<file path="src/hdl/psm_pkg.sv">
// shared types and constants of the pitched sample mixer
package psm_pkg;

    localparam int BYTE_W  = 8;
    localparam int FRAME_W = 8;
    localparam int IDX_W   = 12;
    localparam int SPEED_W = 16;
    localparam int VOL_W   = 9;
    localparam int LEN_W   = 13;
    localparam int ACC_W   = 17;
    localparam int K_W     = 18;
    localparam int PADDR_W = 4;
    localparam int PDATA_W = 32;

    // input commands
    localparam logic CMD_LOAD = 1'b0;
    localparam logic CMD_MIX  = 1'b1;

    // register indexes, taken from paddr[3:2]
    localparam logic [1:0] REG_SAMPLE_SPEED  = 2'd0;
    localparam logic [1:0] REG_CURRENT_SPEED = 2'd1;
    localparam logic [1:0] REG_VOLUME        = 2'd2;
    localparam logic [1:0] REG_SAMPLE_LENGTH = 2'd3;

    localparam logic [SPEED_W-1:0] RST_SAMPLE_SPEED  = 16'd1;
    localparam logic [SPEED_W-1:0] RST_CURRENT_SPEED = 16'd1;
    localparam logic [VOL_W-1:0]   RST_VOLUME        = 9'd256;
    localparam logic [LEN_W-1:0]   RST_SAMPLE_LENGTH = 13'd4096;

    // second gain stage numerator, over 256
    localparam logic signed [15:0] SCALE_NUM = 16'sd40;

    localparam logic [FRAME_W-1:0] SAT_MAX = 8'h7f;
    localparam logic [FRAME_W-1:0] SAT_MIN = 8'h80;

    typedef struct packed {
        logic [SPEED_W-1:0] sample_speed;
        logic [SPEED_W-1:0] current_speed;
        logic [VOL_W-1:0]   volume;
        logic [LEN_W-1:0]   sample_length;
    } t_cfg;

endpackage

</file>
<file path="src/hdl/psm_cfg.sv">
// apb configuration registers of the pitched sample mixer
module psm_cfg import psm_pkg::*; (
    input  logic               i_clk,
    input  logic               i_rst_n,
    input  logic               psel,
    input  logic               penable,
    input  logic               pwrite,
    input  logic [PADDR_W-1:0] paddr,
    input  logic [PDATA_W-1:0] pwdata,
    output logic [PDATA_W-1:0] prdata,
    output logic               pready,
    output t_cfg               o_cfg
);

    t_cfg r_cfg;
    t_cfg n_cfg;
    logic w_wr;

    assign pready = 1'b1;
    assign w_wr   = psel && penable && pwrite;
    assign o_cfg  = r_cfg;

    always_comb begin
        n_cfg = r_cfg;
        if (w_wr) begin
            case (paddr[3:2])
                REG_SAMPLE_SPEED:  n_cfg.sample_speed  = pwdata[SPEED_W-1:0];
                REG_CURRENT_SPEED: n_cfg.current_speed = pwdata[SPEED_W-1:0];
                REG_VOLUME:        n_cfg.volume        = pwdata[VOL_W-1:0];
                REG_SAMPLE_LENGTH: n_cfg.sample_length = pwdata[LEN_W-1:0];
                default:           n_cfg = r_cfg;
            endcase
        end
    end

    always_comb begin
        case (paddr[3:2])
            REG_SAMPLE_SPEED:  prdata = PDATA_W'(r_cfg.sample_speed);
            REG_CURRENT_SPEED: prdata = PDATA_W'(r_cfg.current_speed);
            REG_VOLUME:        prdata = PDATA_W'(r_cfg.volume);
            REG_SAMPLE_LENGTH: prdata = PDATA_W'(r_cfg.sample_length);
            default:           prdata = '0;
        endcase
    end

    always_ff @(posedge i_clk) begin
        if (!i_rst_n) begin
            r_cfg.sample_speed  <= RST_SAMPLE_SPEED;
            r_cfg.current_speed <= RST_CURRENT_SPEED;
            r_cfg.volume        <= RST_VOLUME;
            r_cfg.sample_length <= RST_SAMPLE_LENGTH;
        end else begin
            r_cfg <= n_cfg;
        end
    end

endmodule

</file>
<file path="config.mk">
export PLATFORM = sky130hd
export DESIGN_NAME = psm_cfg
export DESIGN_NICKNAME = d
export VERILOG_FILES = /design/src/hdl/psm_pkg.sv /design/src/hdl/psm_cfg.sv
export SDC_FILE = /design/constraint.sdc
export NUM_CORES = 1
export LEC_CHECK = 0
export BUFFER_PORTS_ARGS = -buffer_cell sky130_fd_sc_hd__buf_4
export CELL_PAD_IN_SITES_DETAIL_PLACEMENT = 1
export CELL_PAD_IN_SITES_GLOBAL_PLACEMENT = 2
export CORE_ASPECT_RATIO = 0.75
export CORE_MARGIN = 4
export CORE_UTILIZATION = 28
export CTS_CLUSTER_DIAMETER = 100
export DETAILED_ROUTE_END_ITERATION = 7
export PLACE_DENSITY = 0.86
export SLEW_MARGIN = 30
export SYNTH_ARGS = -nofsm -noshare
export SYNTH_HDL_FRONTEND = slang
export SYNTH_SLANG_ARGS = --single-unit
</file>
<file path="constraint.sdc">
create_clock -name i_clk -period 3.7 [get_ports i_clk]
set_input_delay 0.74 -clock i_clk [delete_from_list [all_inputs] [get_ports i_clk]]
set_output_delay 0.74 -clock i_clk [all_outputs]
set_load 0.02 [all_outputs]
</file>
==> results.toml, run 1 <==
[power_and_ir_drop]
ir_worst_vdd_v = 0.000178
p_per_area_nw_per_um2 = 354
power_mw = 1.18
p_sw_share_pct = 24.0
p_sw_uw = 284
p_leak_nw = 1.50
p_comb_share_pct = 11.0
internal_power_uw = 900
power_frac_seq_pct = 50.3
clkPwrFrac_pct = 38.7

[synthesis]
synth_compound_gate_area_share_pct = 1.34
synth_top_area_share_pct = 42.8
ys_async_sr_fraction_pct = 0
yosysWarnings = 0
synth_top_family_by_area = "multiplexers"
netlist_instances = 251
synth_flop_cell = "dfxtp_1"
yosys-mux-area-fraction_pct = 31.8
seq_area_frac_synth_pct = 42.8
synth_xor_area_share_pct = 0
synth_top_cell_by_area = "dfxtp_1"
synth-simple-area-share_pct = 14.0
synth-edff-count = 0
ys_seq_elements = 54
syn_avg_cell_area_sq_um = 10.1
synth_area_leaders = "dfxtp_1 43%, mux2i_1 24%, nand2_1 10%, mux4_2 8.0%, buf_4 5.3%"
synthAdderAreaFrac_pct = 0
synth_cell_types = 20
synth_area_sq_um = 2530

[setup_path]
worstSetupPathType = "input pin to primary output"
critPathRequiredTime_ns = 2.96
r2r_start = "o_cfg[12]"
ff2ff_setup_slack_ns = 2.98
cp.arrival_ns = 1.83
critPathLaunchType = "input pin"
r2r_end = "o_cfg[12]"
endpoint_kind = "primary output"
worstPathMaxFanout = 24
reg2regPathDepth = 2

[drt]
wl_per_cell_microns = 16.0
drt_iter0_markers = 82
via_per_inst = 4.59
drc = 0
drt_wl_total_mm = 7.05
ant_nets = 0
vias = 2019
firstDrtPassIters = 4

[clock_tree]
postCtsResizedCells = 0
cts_made_buffers = 5
htree_num_levels = 2
cts_buffer_depth = 2
clk_pin_slew_ns = 0.06
clk_latency_ns = 0.28
clkSinkCount = 54
hold_buffers = 0
cts_tree = "built"
cts_setup_buffers = 0
ctsRootBufferMaster = "clkbuf_16"

[global_route]
grt_use_total_pct = 13.5
grt_start_max_net_pins = 73
grt_pass1_vias = 2093
grt_first_pass_wirelength_mm = 11.8
antenna_found_initial = 0
gr-total-overflow = 0

[placed_design]
dpl.hpwl_mm = 5.05
gp_congestion = 0.729
dpl_cell_area_sq_um = 3200
place.port_buffers = 92
dpl.cell_count = 434
dp_slack_ns = 1.11

[die]
fp.dieW_microns = 118
pin_count = 128
dieArea_sq_um = 10600
fp.coreArea_sq_um = 8640
start_util_pct = 29.3
rows = 29
fp.dieH_microns = 90.3

[worst_hold_path]
min-delay-start = "o_cfg[40]"
hold_end = "o_cfg[40]"
whs_path_depth = 2
hold_class = "flip-flop to flip-flop"

[sta]
worst_slew_pin_slew_ns = 0.872
totalNegativeSetupSlack_ns = 0
fin_crit_ns = 2.57
maxSlewHeadroom_pct = 41.7
fmax_mhz = 389
rsz0062_at_grt = "no"
finalSetupViolations = 0
fin_worst_skew_ns = 0
slew_violations = 0
fin_crit_sh_pct = 69.5
hold_viol = 0
fin_ws_ns = 1.13

[layout]
regArea_sq_um = 1080
nFillCells = 1005
largest_reg_flops = 54
area_delta_synth_final_pct = 32.2
nNetsFinal = 374
diodes = 0
drive_gt1_share_pct = 34.6
multi_input_area_sq_um = 1270
stdcell_area_sq_um = 3340
finalNonFillerCells = 440

[status]
status = "finished clean"

[job]
cap_violations = 0
-- worst max path at each step --
stage               startpoint   endpoint  cells after the start
global route          paddr[2]  prdata[1]                      3
detailed placement    paddr[2]  prdata[0]                      3
finish                paddr[2]  prdata[0]                      3
CTS                   paddr[2]  prdata[0]                      3
global placement      paddr[2]  prdata[1]                      3
floorplan             paddr[2]  prdata[4]                      4
-- cells in the mapped netlist (2+ instances only) --
master	n
nand2_1	67
mux2i_1	60
dfxtp_1	54
buf_4	18
clkbuf_1	9
mux4_2	9
nor2b_1	5
o21ai_0	5
buf_2	4
nand3_1	4
nor2_1	4
buf_6	3
conb_1	2
-- power groups by stage --
stage | registers (mW) | logic, mW | clock network (mW)
after floorplan | 0.616 | 0.0881 | 0
after global placement | 0.608 | 0.131 | 0
after detailed placement | 0.609 | 0.132 | 0
after CTS | 0.595 | 0.132 | 0.477
after global routing | 0.596 | 0.143 | 0.501
final | 0.595 | 0.130 | 0.458
-- critical path: stages --
cell and delay, ns:
buf_4 0.36, mux4_2 0.56, buf_4 0.17
-- stage by stage --
stage	util, %	hold slack, ns
floorplan	-	0.542
global placement	37.1	0.459
detailed placement	37.1	0.467
CTS	38.7	0.481
global route	38.7	0.496
finish	38.7	0.478
-- final cells by class --
cell class	count	share of cell area, %
tap	108	4.04
sequential	54	32.4
inverter	1	0.112
multi-input combinational	176	38.0
clock buffer	6	4.16
timing repair buffer	95	21.3
-- per-layer routing --
metal | vias up | GRT usage (%) | share of wire, %
met5 | - | 0 | 0
met4 | 0 | 2.34 | 0.47
met3 | 5 | 4.01 | 5.6
met2 | 56 | 21.6 | 46
met1 | 980 | 18.2 | 48
li1 | 978 | - | -
-- cells in the final DEF, fill, tap and decap left out --
| cell type | netlist | layout |
|---|---|---|
| buf_4 | 18 | 95 |
| nand2_1 | 67 | 67 |
| mux2i_1 | 60 | 60 |
| dfxtp_1 | 54 | 54 |
| conb_1 | 2 | 17 |
| mux4_2 | 9 | 9 |
| o21ai_0 | 5 | 5 |
| nor2b_1 | 5 | 5 |
| clkbuf_16 | 0 | 5 |
| nand3_1 | 4 | 4 |
| nor2_1 | 4 | 3 |
| nand3_2 | 1 | 1 |
| nor3_4 | 0 | 1 |
| or3b_2 | 0 | 1 |
| nor3b_2 | 0 | 1 |
| nor2_2 | 0 | 1 |
| inv_1 | 1 | 1 |
| o311ai_0 | 1 | 1 |
| clkbuf_8 | 0 | 1 |
-- kinds of logic (layout without fill, tap and decap cells) --
logic type	count (synthesis)	after routing
other cells	2	17
compound gates	6	6
mux	69	69
simple gates	84	84
buf+inv	36	102
flops	54	54
Note: power is estimated with default switching activity, not from simulation.
==> run 2: changes to the inputs <==
Settings changed: CORE_UTILIZATION 28 to 26, PLACE_DENSITY 0.86 to 0.81.
Clock period 3.7 ns to 2.6 ns, I/O delays scaled along.
==> run 2 against run 1 <==
  * Sequential cell count stayed put
  * Utilization down 1.8 points
  * Count of clock-buffer cells in the layout is the same
  * Clock skew unchanged
  * Via count up 1.8%
  * First-iteration DRC count shrank 12%
  * Global-route usage decreased by 0.78 points
  * Critical path type unchanged
==> results.toml, run 2 (synthesis results as in run 1) <==
[die]
fp.dieW_microns = 122
start_util_pct = 27.2
dieArea_sq_um = 11400
rows = 30
fp.dieH_microns = 93.4
fp.coreArea_sq_um = 9270
pin_count = 128

[clock_tree]
cts_buffer_depth = 2
cts_made_buffers = 5
postCtsResizedCells = 0
clk_pin_slew_ns = 0.07
htree_num_levels = 2
cts_tree = "built"
clk_latency_ns = 0.29
clkSinkCount = 54
hold_buffers = 0
cts_setup_buffers = 0
ctsRootBufferMaster = "clkbuf_16"

[power_and_ir_drop]
p_leak_nw = 1.53
power_frac_seq_pct = 47.0
internal_power_mw = 1.38
p_comb_share_pct = 10.5
p_sw_uw = 416
ir_worst_vdd_v = 0.000218
power_mw = 1.80
p_sw_share_pct = 23.1
p_per_area_nw_per_um2 = 527
clkPwrFrac_pct = 42.5

[layout]
nFillCells = 1067
largest_reg_flops = 54
stdcell_area_sq_um = 3420
area_delta_synth_final_pct = 35.3
nNetsFinal = 377
drive_gt1_share_pct = 35.1
finalNonFillerCells = 464
layout_common_cells = "98 x buf_4, 67 x nand2_1, 60 x mux2i_1, 54 x dfxtp_1, 17 x conb_1"
diodes = 0
mostFrequentLayoutCell = "buf_4"

[sta]
slew_violations = 0
fin_crit_sh_pct = 82.4
fin_worst_skew_ns = 0
fin_crit_ns = 2.14
hold_viol = 0
maxSlewHeadroom_pct = 51.8
finalSetupViolations = 0
rsz0062_at_grt = "no"
fmax_mhz = 467
worst_slew_pin_slew_ns = 0.722
totalNegativeSetupSlack_ns = 0

[setup_path]
critPathLaunchType = "input pin"
critPathRequiredTime_ns = 2.08
worstSetupPathType = "input pin to primary output"
cp.arrival_ns = 1.62
worstPathMaxFanout = 24
endpoint_kind = "primary output"

[global_route]
gr-total-overflow = 0
grt_use_total_pct = 12.7
antenna_found_initial = 0
grt_first_pass_wirelength_mm = 11.4
grt_pass1_vias = 2172
grt_start_max_net_pins = 73

[drt]
wl_per_cell_microns = 15.8
drt_wl_total_mm = 7.33
via_per_inst = 4.43
ant_nets = 0
firstDrtPassIters = 4
vias = 2056
drt_iter0_markers = 72
drc = 0

[placed_design]
dpl.hpwl_mm = 5.21
dpl_cell_area_sq_um = 3250
gp_congestion = 0.698
dpl.cell_count = 457
place.port_buffers = 92

[worst_hold_path]
hold_class = "flip-flop to flip-flop"

[job]
cap_violations = 0

[status]
status = "finished clean"
==> run 2: cell types whose count changed in the layout (fill, tap and decap cells not counted) <==
cell	delta
buf_4	+3
bufinv_16	+1
or3b_1	+1
or3b_2	-1
==> run 2: worst paths after layout <==
check | from | to | slack, ns | cells after the start
max | paddr[2] | prdata[0] | 0.46 | 3
max reg2reg | o_cfg[12] | o_cfg[12] | 1.89 | 2
min reg2reg | o_cfg[44] | o_cfg[44] | 0.47 | 2
min | o_cfg[44] | o_cfg[44] | 0.47 | 2
==> run 2: worst max-delay path, stage by stage <==
cell	delay (ns)
buf_4	0.37
mux4_2	0.56
buf_4	0.17
==> run 2: power by group through the flow <==
stage          combinational [mW]  clock [mW]  sequential (mW)
2_1_floorplan               0.125           0            0.877
3_3_place_gp                0.188           0            0.865
3_5_place_dp                0.191           0            0.866
4_1_cts                     0.191       0.793            0.847
5_1_grt                     0.204       0.829            0.848
6_report                    0.189       0.764            0.847
==> run 2: final cells by class <==
| class | count | area, sq um | share of cell area (%) |
|---|---|---|---|
| clock inverters | 1 | 30.0 | 0.878 |
| well taps | 128 | 160 | 4.69 |
| multi-input cells | 176 | 1270 | 37.1 |
| flip-flops and latches | 54 | 1080 | 31.6 |
| clock buffers | 6 | 139 | 4.06 |
| repair buffers | 98 | 736 | 21.5 |
| inverters | 1 | 3.75 | 0.110 |
==> run 2: routing by layer <==
metal	wire, microns	track usage, %
met1	3410	16.7
met2	3340	20.3
met3	429	3.20
met4	149	4.10
met5	0	0
==> run 2: through the flow <==
stage / utilization [%] / setup slack (ns) / hold slack, ns
floorplan: - / 0.586 / 0.542
global placement: 35.0 / 0.440 / 0.463
detailed placement: 35.0 / 0.440 / 0.468
CTS: 36.9 / 0.437 / 0.479
global route: 36.9 / 0.409 / 0.492
finish: 36.9 / 0.458 / 0.475
