## src/hdl/psm_pkg.sv

```systemverilog
// shared types and constants of the pitched sample mixer
package psm_pkg;

    localparam int BYTE_W  = 8;
    localparam int FRAME_W = 8;
    localparam int IDX_W   = 12;
    localparam int SPEED_W = 16;
    localparam int VOL_W   = 9;
    localparam int LEN_W   = 13;
    localparam int ACC_W   = 17;
    localparam int K_W     = 18;
    localparam int PADDR_W = 4;
    localparam int PDATA_W = 32;

    // input commands
    localparam logic CMD_LOAD = 1'b0;
    localparam logic CMD_MIX  = 1'b1;

    // register indexes, taken from paddr[3:2]
    localparam logic [1:0] REG_SAMPLE_SPEED  = 2'd0;
    localparam logic [1:0] REG_CURRENT_SPEED = 2'd1;
    localparam logic [1:0] REG_VOLUME        = 2'd2;
    localparam logic [1:0] REG_SAMPLE_LENGTH = 2'd3;

    localparam logic [SPEED_W-1:0] RST_SAMPLE_SPEED  = 16'd1;
    localparam logic [SPEED_W-1:0] RST_CURRENT_SPEED = 16'd1;
    localparam logic [VOL_W-1:0]   RST_VOLUME        = 9'd256;
    localparam logic [LEN_W-1:0]   RST_SAMPLE_LENGTH = 13'd4096;

    // second gain stage numerator, over 256
    localparam logic signed [15:0] SCALE_NUM = 16'sd40;

    localparam logic [FRAME_W-1:0] SAT_MAX = 8'h7f;
    localparam logic [FRAME_W-1:0] SAT_MIN = 8'h80;

    typedef struct packed {
        logic [SPEED_W-1:0] sample_speed;
        logic [SPEED_W-1:0] current_speed;
        logic [VOL_W-1:0]   volume;
        logic [LEN_W-1:0]   sample_length;
    } t_cfg;

endpackage

```

## src/hdl/psm_div.sv

```systemverilog
// shared restoring divider, one quotient bit per cycle
module psm_div import psm_pkg::*; #(
    parameter int NW = 19,
    parameter int DW = 16
) (
    input  logic          i_clk,
    input  logic          i_rst_n,
    input  logic          i_start,
    input  logic [NW-1:0] i_num,
    input  logic [DW-1:0] i_den,
    output logic          o_done,
    output logic [NW-1:0] o_quo,
    output logic [DW-1:0] o_rem
);

    localparam int CNTW = $clog2(NW + 1);

    logic [CNTW-1:0] r_cnt;
    logic            r_done;
    logic [NW-1:0]   r_quo;
    logic [DW-1:0]   r_rem;
    logic [DW-1:0]   r_den;
    logic [DW:0]     w_trial;
    logic [DW:0]     w_diff;
    logic            w_ge;

    assign w_trial = {r_rem, r_quo[NW-1]};
    assign w_diff  = w_trial - {1'b0, r_den};
    assign w_ge    = (w_trial >= {1'b0, r_den});

    assign o_done = r_done;
    assign o_quo  = r_quo;
    assign o_rem  = r_rem;

    // control
    always_ff @(posedge i_clk) begin
        if (!i_rst_n) begin
            r_cnt  <= '0;
            r_done <= 1'b0;
        end else if (i_start) begin
            r_cnt  <= CNTW'(NW);
            r_done <= 1'b0;
        end else if (r_cnt != '0) begin
            r_cnt  <= r_cnt - CNTW'(1);
            r_done <= (r_cnt == CNTW'(1));
        end else begin
            r_done <= 1'b0;
        end
    end

    // datapath
    always_ff @(posedge i_clk) begin
        if (i_start) begin
            r_quo <= i_num;
            r_rem <= '0;
            r_den <= i_den;
        end else if (r_cnt != '0) begin
            r_quo <= {r_quo[NW-2:0], w_ge};
            r_rem <= w_ge ? w_diff[DW-1:0] : w_trial[DW-1:0];
        end
    end

endmodule

```

## config.mk

```make
export PLATFORM = sky130hd
export DESIGN_NAME = psm_div
export DESIGN_NICKNAME = d
export VERILOG_FILES = /design/src/hdl/psm_pkg.sv /design/src/hdl/psm_div.sv
export SDC_FILE = /design/constraint.sdc
export NUM_CORES = 1
export LEC_CHECK = 0
export BUFFER_PORTS_ARGS = -buffer_cell sky130_fd_sc_hd__buf_2
export CAP_MARGIN = 5
export CORE_MARGIN = 4
export CORE_UTILIZATION = 49
export CTS_CLUSTER_SIZE = 25
export DETAILED_ROUTE_END_ITERATION = 16
export GPL_TIMING_DRIVEN = 0
export PLACE_DENSITY = 0.77
export SETUP_SLACK_MARGIN = 0.4
export SYNTH_ARGS = -nofsm -noshare
export SYNTH_HDL_FRONTEND = slang
export SYNTH_SLANG_ARGS = --single-unit
```

## constraint.sdc

```tcl
create_clock -name i_clk -period 2.6 [get_ports i_clk]
set_clock_uncertainty 0.1 [all_clocks]
set_input_delay 0.52 -clock i_clk [delete_from_list [all_inputs] [get_ports i_clk]]
set_output_delay 0.52 -clock i_clk [all_outputs]
set_load 0.05 [all_outputs]
```

==> results of run 1 <==
[routing by layer]
layer / vias to the layer above / global-route usage (%) / wire length [um]
met5: - / 0 / 0
met4: 0 / 8.52 / 463
met3: 47 / 7.73 / 759
met2: 146 / 33.6 / 4510
met1: 1420 / 29.0 / 3800
li1: 1362 / - / -
[cell usage in the layout, fill, tap and decap left out, drive strengths merged, types with 7 or more instances in the layout]
cell type / netlist / routed
clkbuf: 9 / 17
nor2: 32 / 32
nand2: 30 / 30
inv: 24 / 27
ha: 19 / 19
nor3: 7 / 7
a21oi: 14 / 14
buf: 3 / 108
xnor2: 7 / 7
o21ai: 13 / 13
edfxtp: 35 / 35
dfxtp: 22 / 22
mux2: 19 / 19
a311oi: 12 / 12
[worst max path at each step]
stage                        start                endpoint  depth (start not counted)
6_report        r_den[1]$_DFFE_PP_  o_rem[14]$_SDFFE_PP0N_                         10
5_1_grt         r_den[1]$_DFFE_PP_  o_rem[10]$_SDFFE_PP0N_                         11
4_1_cts         r_den[1]$_DFFE_PP_  o_rem[11]$_SDFFE_PP0N_                         11
3_5_place_dp               i_start      o_quo[5]$_DFFE_PP_                          4
3_3_place_gp               i_start      o_quo[0]$_DFFE_PP_                          4
2_1_floorplan  o_quo[18]$_DFFE_PP_  o_rem[14]$_SDFFE_PP0N_                         10
[cell families (layout without fill, tap and decap cells)]
group | Yosys count | count (layout) | synth area share [%]
multiplexers | 19 | 19 | 6.78
AO/OA/AOI/OAI | 70 | 70 | 15.8
flip-flops | 57 | 57 | 47.3
AND/OR/NAND/NOR | 95 | 95 | 14.0
buffers and inverters | 36 | 156 | 4.64
adder cells (fa/ha/maj) | 20 | 20 | 8.17
XOR/XNOR | 12 | 12 | 3.33
[sequential cells by signal, indices dropped and copies added, names as in the netlist]
name and count:
r_cnt 5, o_rem 16, o_quo 19, r_den 16, o_done 1
[cell usage after synthesis (5+ instances only)]
| cell type | number | area [um^2] |
|---|---|---|
| a21oi_1 | 14 | 70.1 |
| a311oi_1 | 12 | 105 |
| clkbuf_1 | 9 | 33.8 |
| dfxtp_1 | 22 | 440 |
| edfxtp_1 | 35 | 1050 |
| ha_1 | 19 | 238 |
| inv_1 | 24 | 90.1 |
| mux2_2 | 19 | 214 |
| nand2_1 | 30 | 113 |
| nor2_1 | 31 | 116 |
| nor3_1 | 7 | 35.0 |
| o21ai_0 | 13 | 65.1 |
| xnor2_1 | 7 | 61.3 |
| xor2_1 | 5 | 43.8 |
[critical path, stage by stage (launching register included)]
cell and delay [ps]:
edfxtp_1 440, buf_6 140, buf_6 100, fa_2 330
nand2b_4 170, a21oi_4 160, o31a_1 220, a41oi_2 150
or3_1 350, a2111o_1 390, o311ai_2 80
[timing repair]
| item | in CTS | in global routing |
|---|---|---|
| hold buffers | 0 | 0 |
| endpoints found under the setup margin | 36 | 36 |
| pin swaps | 18 | 16 |
| setup buffers | 15 | 15 |
| resized for setup | 43 | 37 |
| cloned | 1 | 0 |
[metrics by stage]
step / TNS, ps / instances / worst slack (ps) / hold WS, ps / total power (uW)
4_1_cts: -291 / 489 / -42.1 / 234 / 5180
3_5_place_dp: -6880 / 457 / -315 / 380 / 3790
5_1_grt: -1920 / 504 / -224 / 219 / 6060
2_1_floorplan: -238 / 309 / -213 / 408 / 3270
6_report: -611 / 504 / -126 / 243 / 5790
3_3_place_gp: -4530 / 457 / -205 / 363 / 3750
[area by class of cell]
cell class	count	area (um^2)	share of cell area (%)
sequential	57	1500	33.3
buffer	12	81.3	1.80
inverter	24	90.1	2.00
multi-input combinational	216	1880	41.6
timing repair buffer	104	668	14.8
clock inverter	7	76.3	1.69
clock buffer	9	124	2.75
tap	75	93.8	2.08
[where the power goes]
part	internal [uW]	leakage, uW	switching, uW
sequential	1190	0.000540	205
clock	450	0.0000983	402
combinational	1490	0.00130	2050
total	3130	0.00193	2660
==> flow_summary.yaml, run 1 <==
power:
  powerDensity_nw_per_um2: 1280
  p_leak_uw: 0.00193
  ir_drop_uv: 722
grt:
  antenna_found_initial: 0
  grt_pass1_vias: 2727
  grt_start_max_net_pins: 20
  track_usage_pct: 22.1
  grt_overflow_total: 0
  grt_pass1_wl_um: 13100
worst_hold_path:
  hp-class: "in2reg"
  min_path_cells: 1
  min-delay-start: "i_den[2]"
  worstHoldEndpoint: "r_den[2]$_DFFE_PP_"
sta:
  rsz0062_at_grt: "true"
  timing.fmax_mhz: 367
  setup_viol: 11
  period_needed_ps: 2730
  fin_crit_sh_pct: 105
  hold_viol: 0
  tightest_slew_ps: 757
  timing_max_transition_violations_final: 0
  setup_ws_ps: -126
  slew_headroom_pct: 49.5
route:
  wirelength_um: 9530
  ant_nets: 0
  drc: 0
  wl_per_cell_um: 18.9
  drtPass1Iterations: 6
  drt_iter0_drc: 310
  vias_per_cell: 5.90
  num_vias: 2975
cells_and_area:
  fill_cells: 392
  finalNetCount: 482
  drive_gt1_share_pct: 48.3
  fin_util_pct: 74.0
  area_delta_synth_final_pct: 43.0
  antenna_cells: 0
  final_area_um2: 4510
logic_synthesis:
  netlist_instances: 309
  syn-num-nets: 367
  yosys_register_bits: 57
  synth_cell_type_count: 49
  ys_seq_area_share_pct: 47.3
  async_flop_share_pct: 0
  synth.cell_area_um2: 3160
  synth_edf_count: 35
  synth_warnings: 0
  synth-main-ff-cell: "edfxtp_1"
  avgSynthCellArea_um2: 10.2
floorplan:
  pin_count: 74
  initial_core_util_pct: 51.8
  dieArea_um2: 7790
  fp.dieH_um: 88.3
  core-area_um2: 6100
  rows: 28
  die_w_um: 88.3
setup_path:
  cp_max_fo: 3
  r2r_cells: 10
  rr_endpoint: "o_rem[14]$_SDFFE_PP0N_"
  setup.worst_path.end_class: "flip-flop"
  crit_path_start_kind: "flip-flop"
  worst_r2r_startpoint: "r_den[1]$_DFFE_PP_"
  arrival_ps: 2890
  r2r_slack_ps: -130
  critPathKind: "reg2reg"
  required_ps: 2760
job:
  drv_cap: 0
clock_network:
  cts-root-buf: "clkbuf_8"
  cts_buffer_depth: 2
  path_clk_slew_ps: 70
  cts-buffers-inserted: 9
  cts_tree: "done"
  clk_latency_ps: 350
  cts-htree-levels: 3
  cts.sinks: 57
place:
  placed_cell_area_um2: 3680
  place_congestion: 0.919
  dp_hpwl_um: 5260
  port_buffers: 73
run_status:
  violations: "setup timing"
  outcome: "finished with violations"
No activity file was read; power rests on OpenSTA's default activity.
==> run 2: changes to the inputs <==
--- a/config.mk
+++ b/config.mk
@@ -8,11 +8,10 @@
 export BUFFER_PORTS_ARGS = -buffer_cell sky130_fd_sc_hd__buf_2
 export CAP_MARGIN = 5
 export CORE_MARGIN = 4
-export CORE_UTILIZATION = 49
+export CORE_UTILIZATION = 39
 export CTS_CLUSTER_SIZE = 25
 export DETAILED_ROUTE_END_ITERATION = 16
 export GPL_TIMING_DRIVEN = 0
-export PLACE_DENSITY = 0.77
 export SETUP_SLACK_MARGIN = 0.4
 export SYNTH_ARGS = -nofsm -noshare
 export SYNTH_HDL_FRONTEND = slang
==> flow_summary.yaml, run 2 (synthesis results as in run 1) <==
clock_network:
  ctsHoldBuffers: 0
  clk_latency_ps: 350
  cts_buffer_depth: 2
  cts-root-buf: "clkbuf_8"
  cts-htree-levels: 3
  path_clk_slew_ps: 70
  cts-buffers-inserted: 9
  cts_tree: "done"
  cts.sinks: 57
setup_path:
  setup.worst_path.end_class: "flip-flop"
  cp_max_fo: 3
  rr_endpoint: "o_rem[14]$_SDFFE_PP0N_"
  r2r_cells: 9
  crit_path_start_kind: "flip-flop"
  required_ps: 2760
  critPathKind: "reg2reg"
  r2r_slack_ps: -140
  worst_r2r_startpoint: "r_den[0]$_DFFE_PP_"
  arrival_ps: 2900
worst_hold_path:
  hp-class: "in2reg"
  min_path_cells: 1
  min-delay-start: "i_den[0]"
  worstHoldEndpoint: "r_den[0]$_DFFE_PP_"
route:
  drt_iter0_drc: 119
  num_vias: 2739
  wirelength_um: 8700
  vias_per_cell: 5.20
  drtPass1Iterations: 4
  ant_nets: 0
  drc: 0
  wl_per_cell_um: 16.5
sta:
  tightest_slew_ps: 773
  rsz0062_at_grt: "true"
  period_needed_ps: 2740
  timing_max_transition_violations_final: 0
  slew_headroom_pct: 48.5
  timing.fmax_mhz: 365
  fin_crit_sh_pct: 105
  setup_viol: 7
  hold_viol: 0
  setup_ws_ps: -137
  whs_ps: 240
  tns_ps: -375
grt:
  antenna_found_initial: 0
  grt_start_max_net_pins: 20
  track_usage_pct: 17.6
  grt_overflow_total: 0
  grt_pass1_wl_um: 13400
  grt_pass1_vias: 2642
floorplan:
  initial_core_util_pct: 40.4
  fp.dieH_um: 98.0
  die_w_um: 98.0
  dieArea_um2: 9590
  core-area_um2: 7810
  pin_count: 74
  rows: 32
cells_and_area:
  layout_common_cells: "73 x buf_2, 35 x edfxtp_1, 30 x nor2_1, 22 x inv_1"
  fin_util_pct: 58.2
  largest_reg_flops: 19
  final_common_cell: "buf_2"
  drive_gt1_share_pct: 48.5
  area_delta_synth_final_pct: 44.1
  finalNetCount: 478
  antenna_cells: 0
  fill_cells: 682
power:
  powerDensity_nw_per_um2: 1270
  p_seq_share_pct: 24.3
  clkPwrFrac_pct: 16.0
  p_leak_uw: 0.00193
  p_sw_share_pct: 43.8
  internal-power_uw: 3250
  p_comb_share_pct: 59.6
  p_switching_uw: 2530
  ir_drop_uv: 718
place:
  port_buffers: 73
  dp_hpwl_um: 5580
  dp_slack_ps: -327
  place_congestion: 0.856
run_status:
  outcome: "finished with violations"
  violations: "setup timing"
job:
  drv_cap: 0
==> run 2: changes by cell type in the layout (fill, tap and decap cells not counted), moves of 2 or more <==
cell | previous run | this run
inv_6 | 3 | 0
ha_2 | 2 | 0
buf_6 | 10 | 4
buf_8 | 3 | 5
clkinv_2 | 0 | 2
ha_4 | 9 | 11
==> run 2: area by class of cell <==
type,count,area (um^2),area share (%)
multi-input combinational,216,1900,41.7
sequential,57,1500,33.0
timing repair buffer,100,618,13.6
clock buffer,10,138,3.03
tap,102,128,2.81
buffer,12,92.6,2.04
inverter,24,90.1,1.98
clock inverter,6,81.3,1.79
==> run 2: worst max-delay path by stage <==
| stage | end | depth (start not counted) | from |
|---|---|---|---|
| after CTS | o_rem[8]$_SDFFE_PP0N_ | 12 | r_den[1]$_DFFE_PP_ |
| after global placement | o_quo[3]$_DFFE_PP_ | 4 | i_start |
| after detailed placement | o_quo[4]$_DFFE_PP_ | 4 | i_start |
| after floorplan | o_rem[14]$_SDFFE_PP0N_ | 10 | o_quo[18]$_DFFE_PP_ |
| after global routing | o_rem[14]$_SDFFE_PP0N_ | 9 | r_den[1]$_DFFE_PP_ |
| final | o_rem[14]$_SDFFE_PP0N_ | 9 | r_den[0]$_DFFE_PP_ |
==> run 2: repair_timing <==
item | in CTS | in global routing
buffers inserted | 10 | 17
setup endpoints to repair | 36 | 45
resized for setup | 24 | 61
pin swaps | 9 | 26
==> run 2: critical path, stage by stage, from the launching register on <==
cell and delay, ps:
edfxtp_1 430, ha_4 190, fa_2 340, nand2b_4 170, a21oi_4 150, o31a_1 200
a41oi_2 180, or3_1 370, a2111o_1 440, o311ai_2 80
==> run 2: through the flow <==
stage               cell area, um^2  instances  power (uW)
floorplan                      3220        309        3270
global placement               3710        484        3800
detailed placement             3710        484        3820
CTS                            4120        510        5100
global route                   4550        527        6100
finish                         4550        527        5780
==> run 2: power groups by stage <==
stage | logic, uW | clock network, uW | registers [uW]
after CTS | 2800 | 942 | 1360
after floorplan | 1330 | 0 | 1940
after detailed placement | 2450 | 0 | 1370
final | 3450 | 926 | 1410
after global routing | 3670 | 986 | 1440
after global placement | 2440 | 0 | 1370
==> run 2: routing by layer <==
metal / GRT usage, % / wire length, um
met1: 23.5 / 3880
met2: 27.0 / 4270
met3: 5.00 / 362
met4: 6.71 / 180
met5: 0 / 0
==> run 3: changes to the inputs <==
--- a/config.mk
+++ b/config.mk
@@ -13,6 +13,7 @@
 export DETAILED_ROUTE_END_ITERATION = 16
 export GPL_TIMING_DRIVEN = 0
 export SETUP_SLACK_MARGIN = 0.4
+export SKIP_LAST_GASP = 1
 export SYNTH_ARGS = -nofsm -noshare
 export SYNTH_HDL_FRONTEND = slang
 export SYNTH_SLANG_ARGS = --single-unit
==> flow_summary.yaml, run 3 (synthesis results as in run 1) <==
run_status:
  outcome: "finished with violations"
  violations: "setup timing"
place:
  dp_slack_ps: -327
  place_congestion: 0.856
  dp_cells: 484
  dp_hpwl_um: 5580
  port_buffers: 73
floorplan:
  core-area_um2: 7810
  pin_count: 74
  fp.dieH_um: 98.0
  die_w_um: 98.0
  dieArea_um2: 9590
  initial_core_util_pct: 40.4
  rows: 32
setup_path:
  crit_path_start_kind: "flip-flop"
  arrival_ps: 2900
  required_ps: 2750
  r2r_cells: 9
  r2r_slack_ps: -150
  rr_endpoint: "o_rem[14]$_SDFFE_PP0N_"
  setup.worst_path.end_class: "flip-flop"
  critPathKind: "reg2reg"
  worst_r2r_startpoint: "r_den[1]$_DFFE_PP_"
  cp_max_fo: 3
  cp-startpoint: "r_den[1]$_DFFE_PP_"
power:
  p_seq_share_pct: 24.5
  p_switching_uw: 2510
  powerDensity_nw_per_um2: 1270
  p_leak_uw: 0.00193
  p_sw_share_pct: 43.7
  p_comb_share_pct: 59.4
  internal-power_uw: 3220
  clkPwrFrac_pct: 16.1
  ir_drop_uv: 712
  power_uw: 5730
grt:
  grt_start_max_net_pins: 20
  grt_use_met2_pct: 26.8
  grt_pass1_wl_um: 13400
  grt-busiest-layer: "met2"
  grt_overflow_total: 0
  grt_pass1_vias: 2640
  antenna_found_initial: 0
  grtUsageMet1_pct: 23.5
  met3_usage_pct: 5.00
  track_usage_pct: 17.5
clock_network:
  cts_buffer_depth: 2
  clk_latency_ps: 350
  cts.sinks: 57
  cts-root-buf: "clkbuf_8"
  path_clk_slew_ps: 70
  cts_tree: "done"
  cts-buffers-inserted: 9
  cts-htree-levels: 3
worst_hold_path:
  min_path_cells: 1
  hp-class: "in2reg"
  worstHoldEndpoint: "r_den[0]$_DFFE_PP_"
  min-delay-start: "i_den[0]"
sta:
  timing.fmax_mhz: 364
  hold_viol: 0
  period_needed_ps: 2750
  rsz0062_at_grt: "true"
  tns_ps: -429
  setup_viol: 7
  setup_ws_ps: -146
  slew_headroom_pct: 49.0
  timing_max_transition_violations_final: 0
  fin_crit_sh_pct: 106
  tightest_slew_ps: 766
route:
  drc: 0
  num_vias: 2779
  wirelength_um: 8700
  drt_iter0_drc: 102
  ant_nets: 0
  drtPass1Iterations: 4
  wl_per_cell_um: 16.5
  vias_per_cell: 5.27
cells_and_area:
  area_delta_synth_final_pct: 43.5
  finalNetCount: 478
  final_common_cell: "buf_2"
  layout_common_cells: "73 x buf_2, 35 x edfxtp_1, 30 x nor2_1, 23 x nand2_1, 22 x inv_1"
  antenna_cells: 0
  largest_reg_flops: 19
  drive_gt1_share_pct: 47.3
  fin_cells: 527
  fin_util_pct: 58.0
job:
  drv_cap: 0
==> run 3: worst max path at each step <==
stage	endpoint	cells past startpoint
6_report	o_rem[14]$_SDFFE_PP0N_	9
4_1_cts	o_rem[8]$_SDFFE_PP0N_	12
2_1_floorplan	o_rem[14]$_SDFFE_PP0N_	10
3_3_place_gp	o_quo[3]$_DFFE_PP_	4
3_5_place_dp	o_quo[4]$_DFFE_PP_	4
5_1_grt	o_rem[14]$_SDFFE_PP0N_	9
==> run 3: area by class of cell <==
type                    count  area, um^2
clock inverters             6        81.3
fillers                   685        3280
plain buffers              12        92.6
inverters                  24        90.1
flip-flops and latches     57        1500
well taps                 102         128
clock buffers              10         138
repair buffers            100         611
multi-input cells         216        1880
==> run 3: metrics by stage <==
stage / hold WS [ps] / instance area [um^2]
CTS: 229 / 4120
global placement: 363 / 3710
floorplan: 408 / 3220
detailed placement: 362 / 3710
finish: 243 / 4530
global route: 221 / 4530
==> run 3: metal layers <==
layer  part of all wire [%]  vias up
li1                       -     1350
met1                     44     1348
met2                     50       69
met3                    4.9       12
met4                    1.5        0
met5                      0        -
==> run 3: critical path, cell delays in order (launching register included) <==
cell and delay, ps:
edfxtp_1 440, buf_4 170, fa_2 350, nand2b_4 170
a21oi_4 150, o31a_1 200, a41oi_2 180, or3_1 370
a2111o_1 440, o311ai_2 80
==> run 3: power by group through the flow <==
stage	clock network (uW)	logic, uW	registers [uW]
CTS	942	2800	1360
detailed placement	0	2450	1370
global placement	0	2440	1370
global route	986	3630	1440
finish	924	3400	1400
floorplan	0	1330	1940
==> run 3: timing repair <==
item | CTS | global route
buffers inserted | 10 | 17
resized for setup | 23 | 54
endpoints found under the setup margin | 36 | 45
pin swaps | 9 | 26
hold buffers | 0 | 0
